[config.mk]
export PLATFORM = sky130hd
export DESIGN_NAME = ahmi_merge_flat
export DESIGN_NICKNAME = d
export VERILOG_FILES = /design/src/hdl/ahmi_pkg.sv /design/src/hdl/ahmi_out_if.sv /design/src/hdl/ahmi_merge.sv /design/src/flat_wrapper.sv
export SDC_FILE = /design/constraint.sdc
export NUM_CORES = 1
export LEC_CHECK = 0
export ABC_AREA = 1
export BUFFER_PORTS_ARGS = -buffer_cell sky130_fd_sc_hd__buf_4
export CORE_AREA = 3 3 138 73
export CTS_BUF_LIST = sky130_fd_sc_hd__clkbuf_16
export DETAILED_ROUTE_END_ITERATION = 8
export DIE_AREA = 0 0 141 76
export PLACE_DENSITY = 0.79
export SYNTH_ARGS = -nofsm -noshare
export SYNTH_HDL_FRONTEND = slang
export SYNTH_SLANG_ARGS = --single-unit
export TNS_END_PERCENT = 100
[constraint.sdc]
create_clock -name i_clk -period 5.55 [get_ports i_clk]
set_input_delay 0.2775 -clock i_clk [delete_from_list [all_inputs] [get_ports i_clk]]
set_output_delay 0.2775 -clock i_clk [all_outputs]
set_load 0.05 [all_outputs]
[src/hdl/ahmi_pkg.sv]
// Shared constants and types of the hand motion integrator.
// Has no dependencies; the input interface, lanes, merging stage and top level use it.
`default_nettype none

package ahmi_pkg;

    localparam int AXES        = 3;
    localparam int SAMPLE_W    = 12;
    localparam int DEADBAND_W  = 12;
    localparam int GAIN_W      = 16;
    localparam int FACTOR_W    = 17;
    localparam int FACTOR_BITS = 16;

    localparam logic [FACTOR_W-1:0] FACTOR_ONE = 17'h10000;

    // Configuration port.
    localparam int CFG_IDX_W  = 2;
    localparam int CFG_DATA_W = 17;

    localparam logic [CFG_IDX_W-1:0] CFG_DEADBAND  = 2'd0;
    localparam logic [CFG_IDX_W-1:0] CFG_STEP_GAIN = 2'd1;
    localparam logic [CFG_IDX_W-1:0] CFG_DAMPING   = 2'd2;
    localparam logic [CFG_IDX_W-1:0] CFG_RETENTION = 2'd3;

    localparam logic [DEADBAND_W-1:0] DEADBAND_RST  = 12'd154;
    localparam logic [GAIN_W-1:0]     STEP_GAIN_RST = 16'd82;
    localparam logic [FACTOR_W-1:0]   DAMPING_RST   = 17'd62259;
    localparam logic [FACTOR_W-1:0]   RETENTION_RST = 17'd64881;

    // Control from the sequencer to a lane, and status back.
    typedef struct packed {
        logic start;
        logic ack;
    } t_lane_ctrl;

    typedef struct packed {
        logic idle;
        logic done;
    } t_lane_stat;

endpackage

`default_nettype wire

[src/hdl/ahmi_out_if.sv]
// Output channel of the hand motion integrator: three positions per word.
// Stand-alone; the position width is a parameter of the interface.
`default_nettype none

interface ahmi_out_if #(
    parameter int WIDTH = 40
);
    logic                    valid;
    logic                    ready;
    logic signed [WIDTH-1:0] pos_x;
    logic signed [WIDTH-1:0] pos_y;
    logic signed [WIDTH-1:0] pos_z;

    modport source (output valid, pos_x, pos_y, pos_z, input ready);
    modport sink   (input valid, pos_x, pos_y, pos_z, output ready);
endinterface

`default_nettype wire

[src/hdl/ahmi_merge.sv]
// Merging stage: gathers the three lane positions into the output word register.
// Uses ahmi_pkg for the lane status struct and ahmi_out_if for the channel.
`default_nettype none

module ahmi_merge #(
    parameter int STATE_WIDTH = 40
) (
    input  wire  logic                           i_clk,
    input  wire  logic                           i_rst_n,
    input  wire  ahmi_pkg::t_lane_stat           i_stat [ahmi_pkg::AXES],
    input  wire  logic signed [STATE_WIDTH-1:0]  i_pos  [ahmi_pkg::AXES],
    output       logic                           o_ack,
    ahmi_out_if.source                           o_res
);

    logic                           r_valid;
    logic signed [STATE_WIDTH-1:0]  r_pos_x, r_pos_y, r_pos_z;
    logic                           all_done;
    logic                           load;

    assign all_done = i_stat[0].done && i_stat[1].done && i_stat[2].done;
    // The register takes a new word when it is empty or being emptied.
    assign load     = all_done && (!r_valid || o_res.ready);

    always_ff @(posedge i_clk) begin
        if (!i_rst_n) begin
            r_valid <= 1'b0;
        end else if (load) begin
            r_valid <= 1'b1;
        end else if (o_res.ready) begin
            r_valid <= 1'b0;
        end
    end

    always_ff @(posedge i_clk) begin
        if (load) begin
            r_pos_x <= i_pos[0];
            r_pos_y <= i_pos[1];
            r_pos_z <= i_pos[2];
        end
    end

    assign o_ack       = load;
    assign o_res.valid = r_valid;
    assign o_res.pos_x = r_pos_x;
    assign o_res.pos_y = r_pos_y;
    assign o_res.pos_z = r_pos_z;

endmodule

`default_nettype wire

[src/flat_wrapper.sv]
// flat-port wrapper written by rule: the top's interface ports become plain ports
module ahmi_merge_flat 
#(
    parameter int STATE_WIDTH = 40
)
  (i_clk, i_rst_n, i_stat, i_pos, o_ack, o_res_valid, o_res_pos_x, o_res_pos_y, o_res_pos_z, o_res_ready);
  ahmi_out_if o_res_i ();
  input  wire  logic i_clk;
  input  wire  logic i_rst_n;
  input  wire  ahmi_pkg::t_lane_stat i_stat[ahmi_pkg::AXES];
  input  wire  logic signed [STATE_WIDTH-1:0] i_pos[ahmi_pkg::AXES];
  output       logic o_ack;
  output wire logic [$bits(o_res_i.valid)-1:0] o_res_valid;
  output wire logic [$bits(o_res_i.pos_x)-1:0] o_res_pos_x;
  output wire logic [$bits(o_res_i.pos_y)-1:0] o_res_pos_y;
  output wire logic [$bits(o_res_i.pos_z)-1:0] o_res_pos_z;
  input wire logic [$bits(o_res_i.ready)-1:0] o_res_ready;
  assign o_res_valid = o_res_i.valid;
  assign o_res_pos_x = o_res_i.pos_x;
  assign o_res_pos_y = o_res_i.pos_y;
  assign o_res_pos_z = o_res_i.pos_z;
  assign o_res_i.ready = o_res_ready;
  ahmi_merge #(.STATE_WIDTH(STATE_WIDTH)) u_core (.i_clk(i_clk), .i_rst_n(i_rst_n), .i_stat(i_stat), .i_pos(i_pos), .o_ack(o_ack), .o_res(o_res_i));
endmodule
==> metrics <==
outcome=complete, no violations; CP Capture Type=primary output; clock tree from TritonCTS=built; initial standard-cell utilization of the core=0.416; Worst IR Drop VDD=~0.25 mV; sequential cell area fraction in the yosys report=0.989; Sink Count=121; multiplexer area fraction after synthesis=0; Post-CTS Setup Repair Bufs=0; Worst Path Max Fanout=62; power density over cell area=376 mW/mm^2; maximum root-to-sink buffer count=2; maximum clock frequency=between 300 and 400 MHz; final total power=2370 uW; row count=24; synthesized instance count=127; post-layout minimum cycle time=between 2000 and 3000 ps; met2 routing resource usage after global routing=0.369; residual overflow from global routing=0; wire length after detailed routing=10.3 mm; Post-Synth Adder-Cell Area=0; clock input transition at the sequential cells of the worst setup and hold paths=50 ps; post-layout instance area=around 0.0063 mm^2; post-detailed-route DRC marker count=0; area grow syn2layout=71.9%; setup slack after layout=about 2700 ps; Post-CTS Resized=0; worst slew margin relative to its limit=0.476; setup repair after global routing missed its margin=false; transition time at the pin with the least slew margin=~800 ps; average vias per placed instance=between 4 and 5; number of I/O port buffers=approximately 250; I/O pin cnt=251; arrival time at the worst endpoint=2570 ps; number of failing hold endpoints at the final stage=0; Setup Viol. Count Final=0; post-detailed-route wirelength per cell=about 20 um; violation count after the first detailed-routing iteration=125; Inserted Clock Buffers=17; antenna-violating nets left=0; summed instance area of the synthesized netlist=between 0.003 and 0.004 mm^2; initial antenna violation count=0; NumNets Final=524; DIE HEIGHT=roughly 76 um; synthesized area per cell=between 20 and 30 um^2; number of warnings issued by yosys=0; die footprint=approximately 0.011 mm^2; number of search-and-repair iterations in the first detailed-routing pass=4; Placement Setup Slack=just under 3000 ps; Setup TNS Final=0 ps; startpoint class of the critical path=flip-flop; synth unique cells=7; routing usage on met1=0.203; CP Data Required Time=roughly 5300 ps; worst hold path class=input port to flip-flop; Placement Cell Area=about 0.0057 mm^2; routability congestion estimate=just under 0.8; root cell of the clock tree=clkbuf_16; share of the synthesized area in compound gates (AO/OA/AOI/OAI)=0.00478; simple-gate portion of the synthesized area=0.00376; number of max-cap violations=0; gr usage total=0.194; largest net degree at the start of global routing=63; number of global-route vias before repair=2558; category of the most critical setup path=flip-flop to primary output; combinational family with the most area after synthesis=compound AO/OA/AOI/OAI gates; tightest hold margin=approximately 54 ps; Synthesized Nets=roughly 260; fraction of final layout cells with drive strength greater than 1=0.691; Hold Buf Count CTS=0; Die X=141 um; peak-usage layer in the global routing report=met2; Static Leak=roughly 0.0026 uW; Clock Skews=~6.3 ps; post-synthesis share of cell area spent on xor and xnor gates=0; maximum level of the CTS H-tree=4; number of fillers in the final layout=580; global-route met3 utilization=0.0527; floorplan core area=0.00880 mm^2; count of vias placed by the detailed router=between 2000 and 2500; count of antenna diodes in the layout=0; Worst-Skew Late Latency=390 ps; Final period util=0.513; FF+latch count, synth=121; final max-slew violation count=0; global-route wire length before repair=between 15 and 20 mm
[cells in the mapped netlist]
master,instances,area share
dfxtp_1,1,0.0055
inv_2,1,0.0010
edfxtp_1,120,0.98
a21oi_2,2,0.0048
nand2_1,1,0.0010
nand3_2,1,0.0027
inv_1,1,0.0010
[metrics by stage]
step	util	instances
2_1_floorplan	-	127
3_3_place_gp	0.646	493
3_5_place_dp	0.646	493
4_1_cts	0.715	525
5_1_grt	0.715	525
6_report	0.715	525
[sequential cells by signal, summed over array words and instances (netlist names)]
register            flops
u_core.o_res.valid      1
u_core.o_res.pos_y     40
u_core.o_res.pos_z     40
u_core.o_res.pos_x     40
[final cells by class]
| type | count | area (um^2) | share of cell area |
|---|---|---|---|
| Multi-Input combinational cell | 4 | 38.8 | 0.00616 |
| Inverter | 2 | 7.51 | 0.00119 |
| Tap cell | 117 | 146 | 0.0233 |
| Clock buffer | 17 | 425 | 0.0676 |
| Sequential cell | 121 | 3620 | 0.576 |
| Clock inverter | 15 | 184 | 0.0292 |
| Timing Repair Buffer | 249 | 1870 | 0.297 |
[critical path, cell delays in order, from the launching register on]
cell and delay, ps:
dfxtp_1 340, a21oi_4 120, buf_4 610, buf_4 730, buf_4 320
[layout by cell type (no fill, tap or decap), drive strengths merged]
cell type	n
inv	3
a21oi	2
nand3	1
bufinv	4
dfxtp	1
buf	249
clkinvlp	2
clkinv	8
nand2	1
edfxtp	120
clkbuf	17
[power breakdown]
group / leakage (uW) / internal [uW] / total (uW) / switching (uW)
Clock: 0.000299 / 743 / 1110 / 370
Combinational: 0.00122 / 85.2 / 208 / 123
Sequential: 0.00111 / 1040 / 1050 / 7.71
Total: 0.00262 / 1870 / 2370 / 501
[cells by family after synthesis]
logic type / Yosys count
buffers and inverters: 2
AND/OR/NAND/NOR: 2
flip-flops: 121
AO/OA/AOI/OAI: 2
[metal layers]
layer,vias up,wire length [um]
li1,1057,-
met1,1185,3570
met2,73,6200
met3,13,382
met4,0,131
met5,-,0
[final timing paths]
path / startpoint / endpoint / slack (ps) / cells after the start
worst max register to register: u_core.o_res.valid / u_core.o_res.pos_y[29] / 3310 / 3
worst min-delay path: i_pos[62] / u_core.o_res.pos_y[22] / 50 / 1
worst min register to register: u_core.o_res.valid / u_core.o_res.valid / 530 / 2
worst max-delay path: u_core.o_res.valid / o_ack / 2700 / 4
No activity file was read; power rests on OpenSTA's default activity.
