File: src/hdl/ahmi_pkg.sv
// Shared constants and types of the hand motion integrator.
// Has no dependencies; the input interface, lanes, merging stage and top level use it.
`default_nettype none

package ahmi_pkg;

    localparam int AXES        = 3;
    localparam int SAMPLE_W    = 12;
    localparam int DEADBAND_W  = 12;
    localparam int GAIN_W      = 16;
    localparam int FACTOR_W    = 17;
    localparam int FACTOR_BITS = 16;

    localparam logic [FACTOR_W-1:0] FACTOR_ONE = 17'h10000;

    // Configuration port.
    localparam int CFG_IDX_W  = 2;
    localparam int CFG_DATA_W = 17;

    localparam logic [CFG_IDX_W-1:0] CFG_DEADBAND  = 2'd0;
    localparam logic [CFG_IDX_W-1:0] CFG_STEP_GAIN = 2'd1;
    localparam logic [CFG_IDX_W-1:0] CFG_DAMPING   = 2'd2;
    localparam logic [CFG_IDX_W-1:0] CFG_RETENTION = 2'd3;

    localparam logic [DEADBAND_W-1:0] DEADBAND_RST  = 12'd154;
    localparam logic [GAIN_W-1:0]     STEP_GAIN_RST = 16'd82;
    localparam logic [FACTOR_W-1:0]   DAMPING_RST   = 17'd62259;
    localparam logic [FACTOR_W-1:0]   RETENTION_RST = 17'd64881;

    // Control from the sequencer to a lane, and status back.
    typedef struct packed {
        logic start;
        logic ack;
    } t_lane_ctrl;

    typedef struct packed {
        logic idle;
        logic done;
    } t_lane_stat;

endpackage

`default_nettype wire

File: src/hdl/ahmi_lane.sv
// One axis lane: deadband, velocity and position update with saturation and scaling.
// Uses ahmi_pkg for widths, factor constants and the lane control structs.
`default_nettype none

module ahmi_lane #(
    parameter int FRAC_BITS   = 16,
    parameter int STATE_WIDTH = 40
) (
    input  wire  logic                                   i_clk,
    input  wire  logic                                   i_rst_n,
    input  wire  ahmi_pkg::t_lane_ctrl                   i_ctrl,
    input  wire  logic signed [ahmi_pkg::SAMPLE_W-1:0]   i_sample,
    input  wire  logic [ahmi_pkg::DEADBAND_W-1:0]        i_deadband,
    input  wire  logic [ahmi_pkg::GAIN_W-1:0]            i_gain,
    input  wire  logic [ahmi_pkg::FACTOR_W-1:0]          i_damping,
    input  wire  logic [ahmi_pkg::FACTOR_W-1:0]          i_retention,
    output       ahmi_pkg::t_lane_stat                   o_stat,
    output       logic signed [STATE_WIDTH-1:0]          o_pos
);

    localparam int DIFF_W = ahmi_pkg::SAMPLE_W + 1;
    localparam int PROD_W = DIFF_W + ahmi_pkg::GAIN_W + 1;
    localparam int UP     = FRAC_BITS - ahmi_pkg::FACTOR_BITS;
    localparam int SH_L   = (UP > 0) ? UP : 0;
    localparam int SH_R   = (UP < 0) ? -UP : 0;
    localparam int INC_W  = PROD_W + SH_L;
    localparam int SUM_W  = ((STATE_WIDTH > INC_W) ? STATE_WIDTH : INC_W) + 1;
    localparam int LO_W   = (STATE_WIDTH + 1) / 2;
    localparam int HI_W   = STATE_WIDTH - LO_W;
    localparam int FAC_W  = ahmi_pkg::FACTOR_W;
    localparam int PLO_W  = LO_W + FAC_W;
    localparam int PHI_W  = HI_W + FAC_W + 1;
    localparam int FULL_W = STATE_WIDTH + FAC_W + 1;
    localparam int TOP_W  = SUM_W - STATE_WIDTH + 1;

    localparam logic [3:0] ST_IDLE = 4'd0;
    localparam logic [3:0] ST_INC  = 4'd1;
    localparam logic [3:0] ST_VSUM = 4'd2;
    localparam logic [3:0] ST_VLO  = 4'd3;
    localparam logic [3:0] ST_VHI  = 4'd4;
    localparam logic [3:0] ST_VFIN = 4'd5;
    localparam logic [3:0] ST_PSUM = 4'd6;
    localparam logic [3:0] ST_PLO  = 4'd7;
    localparam logic [3:0] ST_PHI  = 4'd8;
    localparam logic [3:0] ST_PFIN = 4'd9;
    localparam logic [3:0] ST_DONE = 4'd10;

    localparam logic signed [STATE_WIDTH-1:0] ST_MAX = {1'b0, {(STATE_WIDTH-1){1'b1}}};
    localparam logic signed [STATE_WIDTH-1:0] ST_MIN = {1'b1, {(STATE_WIDTH-1){1'b0}}};

    logic [3:0]                      r_step, n_step;
    logic signed [ahmi_pkg::SAMPLE_W-1:0] r_prev;
    logic signed [DIFF_W-1:0]        r_d;
    logic signed [INC_W-1:0]         r_inc;
    logic signed [STATE_WIDTH-1:0]   r_acc;
    logic [PLO_W-1:0]                r_plo;
    logic signed [PHI_W-1:0]         r_phi;
    logic signed [STATE_WIDTH-1:0]   r_vel;
    logic signed [STATE_WIDTH-1:0]   r_pos;

    logic signed [DIFF_W-1:0]        diff;
    logic [DIFF_W-1:0]               mag;
    logic signed [PROD_W-1:0]        prod;
    logic signed [INC_W-1:0]         inc_al;
    logic signed [SUM_W-1:0]         add_a, add_b, sum;
    logic [TOP_W-1:0]                sum_top;
    logic signed [STATE_WIDTH-1:0]   sat;
    logic [FAC_W-1:0]                damp_c, keep_c, fac;
    logic [FULL_W-1:0]               full;
    logic signed [STATE_WIDTH-1:0]   scaled;

    // Change from the previous sample, zeroed inside the deadband.
    assign diff = DIFF_W'(i_sample) - DIFF_W'(r_prev);
    assign mag  = diff[DIFF_W-1] ? DIFF_W'(-diff) : DIFF_W'(diff);

    // Increment: change times the step gain, aligned to the state fraction.
    assign prod   = PROD_W'(r_d) * PROD_W'($signed({1'b0, i_gain}));
    assign inc_al = (INC_W'(prod) <<< SH_L) >>> SH_R;

    // One saturating adder serves both the velocity and the position sum.
    always_comb begin
        if (r_step == ST_VSUM) begin
            add_a = SUM_W'(r_vel);
            add_b = SUM_W'(r_inc);
        end else begin
            add_a = SUM_W'(r_pos);
            add_b = SUM_W'(r_vel);
        end
        sum     = add_a + add_b;
        sum_top = sum[SUM_W-1:STATE_WIDTH-1];
        if ((&sum_top) || !(|sum_top)) begin
            sat = sum[STATE_WIDTH-1:0];
        end else if (sum[SUM_W-1]) begin
            sat = ST_MIN;
        end else begin
            sat = ST_MAX;
        end
    end

    // Factors above one are used as exactly one.
    assign damp_c = (i_damping > ahmi_pkg::FACTOR_ONE) ? ahmi_pkg::FACTOR_ONE : i_damping;
    assign keep_c = (i_retention > ahmi_pkg::FACTOR_ONE) ? ahmi_pkg::FACTOR_ONE : i_retention;
    assign fac    = (r_step == ST_VLO || r_step == ST_VHI) ? damp_c : keep_c;

    // Scaling is done as two registered partial products, low half then high half, then recombined.
    assign full   = (FULL_W'(r_phi) << LO_W) + FULL_W'(r_plo);
    assign scaled = full[ahmi_pkg::FACTOR_BITS +: STATE_WIDTH];

    always_comb begin
        n_step = r_step;
        case (r_step)
            ST_IDLE: begin
                if (i_ctrl.start) begin
                    n_step = ST_INC;
                end
            end
            ST_INC:  n_step = ST_VSUM;
            ST_VSUM: n_step = ST_VLO;
            ST_VLO:  n_step = ST_VHI;
            ST_VHI:  n_step = ST_VFIN;
            ST_VFIN: n_step = ST_PSUM;
            ST_PSUM: n_step = ST_PLO;
            ST_PLO:  n_step = ST_PHI;
            ST_PHI:  n_step = ST_PFIN;
            ST_PFIN: n_step = ST_DONE;
            ST_DONE: begin
                if (i_ctrl.ack) begin
                    n_step = ST_IDLE;
                end
            end
            default: n_step = ST_IDLE;
        endcase
    end

    always_ff @(posedge i_clk) begin
        if (!i_rst_n) begin
            r_step <= ST_IDLE;
            r_prev <= '0;
            r_vel  <= '0;
            r_pos  <= '0;
        end else begin
            r_step <= n_step;
            if (r_step == ST_IDLE && i_ctrl.start) begin
                r_prev <= i_sample;
            end
            if (r_step == ST_VFIN) begin
                r_vel <= scaled;
            end
            if (r_step == ST_PFIN) begin
                r_pos <= scaled;
            end
        end
    end

    always_ff @(posedge i_clk) begin
        if (r_step == ST_IDLE && i_ctrl.start) begin
            r_d <= (mag < DIFF_W'(i_deadband)) ? '0 : diff;
        end
        if (r_step == ST_INC) begin
            r_inc <= inc_al;
        end
        if (r_step == ST_VSUM || r_step == ST_PSUM) begin
            r_acc <= sat;
        end
        if (r_step == ST_VLO || r_step == ST_PLO) begin
            r_plo <= PLO_W'(r_acc[LO_W-1:0]) * PLO_W'(fac);
        end
        if (r_step == ST_VHI || r_step == ST_PHI) begin
            r_phi <= PHI_W'($signed(r_acc[STATE_WIDTH-1:LO_W])) * PHI_W'($signed({1'b0, fac}));
        end
    end

    assign o_stat.idle = (r_step == ST_IDLE);
    assign o_stat.done = (r_step == ST_DONE);
    assign o_pos       = r_pos;

endmodule

`default_nettype wire

File: config.mk
export PLATFORM = sky130hd
export DESIGN_NAME = ahmi_lane
export DESIGN_NICKNAME = d
export VERILOG_FILES = /design/src/hdl/ahmi_pkg.sv /design/src/hdl/ahmi_lane.sv
export SDC_FILE = /design/constraint.sdc
export NUM_CORES = 2
export LEC_CHECK = 0
export BUFFER_PORTS_ARGS = -buffer_cell sky130_fd_sc_hd__clkbuf_2
export CAP_MARGIN = 10
export CORE_ASPECT_RATIO = 1.75
export CORE_UTILIZATION = 35
export DETAILED_ROUTE_END_ITERATION = 16
export GPL_TIMING_DRIVEN = 0
export PLACE_DENSITY = 0.48
export SKIP_CTS_REPAIR_TIMING = 1
export SYNTH_ARGS = -nofsm -noshare
export SYNTH_HDL_FRONTEND = slang
export SYNTH_SLANG_ARGS = --single-unit
File: constraint.sdc
create_clock -name i_clk -period 10.7 [get_ports i_clk]
set_input_delay 1.07 -clock i_clk [delete_from_list [all_inputs] [get_ports i_clk]]
set_output_delay 1.07 -clock i_clk [all_outputs]
set_load 0.02 [all_outputs]
==> results.toml <==
[sta]
fin_crit_sh_pct = 91.1
rsz0062_at_grt = "false"
finalWorstSetupSlack_ns = 0.949
max_freq_ghz = 0.103
setup_viol = 0
tightest_slew_ns = 1.36
skew_ns = 0.0264
tns_ns = 0
drv_slew = 0
final_hold_viol_count = 0
fin_crit_ns = 9.75
relSlewSlack_pct = 9.61

[clock_tree]
clock-sinks = 236
htree_levels = 1
insertion_delay_ns = 0.58
cts_tree = "done"
cts_buffer_depth = 3
cts_root_buffer = "clkbuf_16"
clk_pin_slew_worst_paths_ns = 0.07
cts-buffers-inserted = 24

[power_and_ir_drop]
irDropWorstVdd_mv = 0.355
p_leak_nw = 22.3
p_per_area_mw_per_mm2 = 352

[synth]
syn_area_per_cell_um2 = 8.80
syn_nets = 6058
async_flop_share_pct = 0
ys_seq_elements = 236
syn_area_mm2 = 0.0426
synthTopCellsByArea = "fa_1 35%, ha_1 11%, edfxtp_1 9.9%, nand2_1 8.1%, inv_1 7.9%"
synth_top_area_share_pct = 35.3
synth_top_cells_by_count = "916 x nand2_1, 897 x inv_1, 753 x fa_1"
synth-edff-count = 140
yosysWarningCount = 0
synthFlopType = "edfxtp_1"
yosysUniqueCellTypes = 68
seq_area_frac_synth_pct = 14.4
synth_top_area_cell = "fa_1"
yosysMostFrequentCell = "nand2_1"
synthCells = 4845

[finish]
fin_nets = 6213
n_fill_cell = 12726
syn_to_final_growth_pct = 8.46
multi_input_area_mm2 = 0.0324
drive_gt1_share_pct = 4.13
regArea_mm2 = 0.00613
utilization_pct = 38.2
layout.cells.non_filler = 6648

[status]
status = "finished clean"

[hold_path]
hold_depth = 2
hold_path.startpoint = "r_prev[2]"
hold_class = "reg -> reg"

[grt]
grt_pass1_vias = 36206
antenna_found_initial = 7
track_usage_pct = 24.1
grt_pass1_wl_mm = 219
grt_start_max_net_pins = 23
grt-ovfl-total = 0

[worst_setup_path]
crit_family = "adder cells"
rr_startpoint = "r_step[1]"
crit_required_ns = 11.04
critPathKind = "reg -> reg"
worstSetupPathDepth = 28
critPathBufInv = 7
path_common_cell = "fa_1"
arrival_ns = 10.09
endpoint_kind = "flop"
crit_start = "r_step[1]"
crit_slowest_cell = "clkbuf_1"
cp-start-kind = "flop"
crit_path_max_incr_delay_ns = 0.89
r2r_cells = 28
cp_max_fo = 10

[die]
die_x_um = 266
start_util_pct = 35.3
core_area_mm2 = 0.121
rows = 169
die_area_mm2 = 0.123
io_pins = 120
die_y_um = 464

[routing]
viasPerCell = 4.95
drtAntennaViolNets = 0
drt_iter0_markers = 1314
dr_total_vias = 32917
routedWlPerCell_um = 21.7
drtPass1Iterations = 5
drt_wl_total_mm = 144
drcViolationCount = 0

[placement]
numPortBuffers = 119
dp_hpwl_mm = 124
dp.cells = 6597
place_congestion = 0.943
place_ws_ns = 0.435

[flow_run]
cap_violations = 0
final cells by class:
| type | count | area share, % |
|---|---|---|
| antenna | 6 | 0.0325 |
| buffer | 206 | 1.75 |
| clock buffer | 27 | 1.39 |
| clock inverter | 17 | 0.308 |
| inverter | 897 | 7.28 |
| multi-input combinational | 3506 | 70.0 |
| sequential | 236 | 13.2 |
| tap | 1624 | 4.39 |
| timing repair buffer | 129 | 1.60 |
registers in the layout, indices dropped and copies added (netlist names):
name	flops
r_vel	40
r_acc	40
r_d	13
r_inc	30
r_plo	21
o_pos	40
r_step	4
r_prev	12
r_phi	36
cells by family (layout without fill, tap and decap cells):
kind of cell             Yosys count  in the layout  synth area share [%]
other                              0              6                     0
AND/OR/NAND/NOR                 1641           1641                  17.6
multiplexers                       5              5                 0.123
buffers and inverters           1103           1276                  9.79
adder cells (fa/ha/maj)         1135           1135                  46.6
XOR/XNOR                         164            164                  3.37
AO/OA/AOI/OAI                    561            561                  8.14
flip-flops                       236            236                  14.4
routing by layer:
metal | routed length, um | track usage [%] | vias to the layer above | share of wire, %
met5 | 17 | 0 | - | 0.012
met4 | 11000 | 15.1 | 2 | 7.6
met3 | 5440 | 2.71 | 347 | 3.8
met2 | 80400 | 47.6 | 802 | 56
met1 | 47400 | 23.1 | 16483 | 33
li1 | - | - | 15283 | -
worst min-delay path: cells and delay by family (launching register included):
family | cells | cell delay, ns
AOI/OAI and AO/OA | 1 | 0.05
DFF | 1 | 0.31
and+or+nand+nor | 1 | 0.05
cell usage in the layout (no fill, tap or decap), types with 13 or more instances in the layout:
| cell type | synthesis | layout |
|---|---|---|
| inv_1 | 897 | 897 |
| a211oi_1 | 19 | 18 |
| xnor2_1 | 103 | 103 |
| nor4_1 | 13 | 13 |
| nor3_1 | 36 | 34 |
| clkbuf_1 | 194 | 195 |
| o21ai_0 | 116 | 116 |
| fa_1 | 753 | 753 |
| o21a_1 | 30 | 30 |
| nor2b_1 | 25 | 25 |
| a21o_1 | 46 | 46 |
| nor2_1 | 153 | 151 |
| nand2_1 | 916 | 916 |
| a31oi_1 | 15 | 15 |
| xor2_1 | 61 | 61 |
| and2_1 | 359 | 359 |
| clkbuf_2 | 0 | 119 |
| a22o_1 | 16 | 16 |
| and3_1 | 26 | 26 |
| o21bai_1 | 14 | 14 |
| ha_1 | 382 | 382 |
| dfxtp_1 | 96 | 96 |
| edfxtp_1 | 140 | 140 |
| clkbuf_16 | 0 | 25 |
| nand4_1 | 13 | 13 |
| nand3_1 | 36 | 36 |
| a21oi_1 | 213 | 213 |
| nand2b_1 | 36 | 36 |
through the flow:
| stage | hold WS [ns] | area (um2) | power, mW |
|---|---|---|---|
| floorplan | 0.436 | 42600 | 11.8 |
| global placement | 0.443 | 45300 | 15.5 |
| detailed placement | 0.450 | 45400 | 15.5 |
| CTS | 0.461 | 46200 | 16.6 |
| global route | 0.481 | 46200 | 18.4 |
| finish | 0.460 | 46300 | 16.3 |
path summary, 6_finish.rpt:
| path | to | slack, ns |
|---|---|---|
| setup / recovery | r_phi[35] | 0.95 |
| hold / removal | r_prev[2] | 0.46 |
| setup reg to reg | r_phi[35] | 0.95 |
| hold reg to reg | r_prev[2] | 0.46 |
report_power, final:
part           internal [mW]  switching, mW  total, mW  leakage, nW
sequential              1.81          0.185       1.99         2.08
clock                  0.448          0.428      0.877        0.389
combinational           5.55           7.86       13.4         19.8
total                   7.81           8.48       16.3         22.3
(Power assumes the default switching activity.)
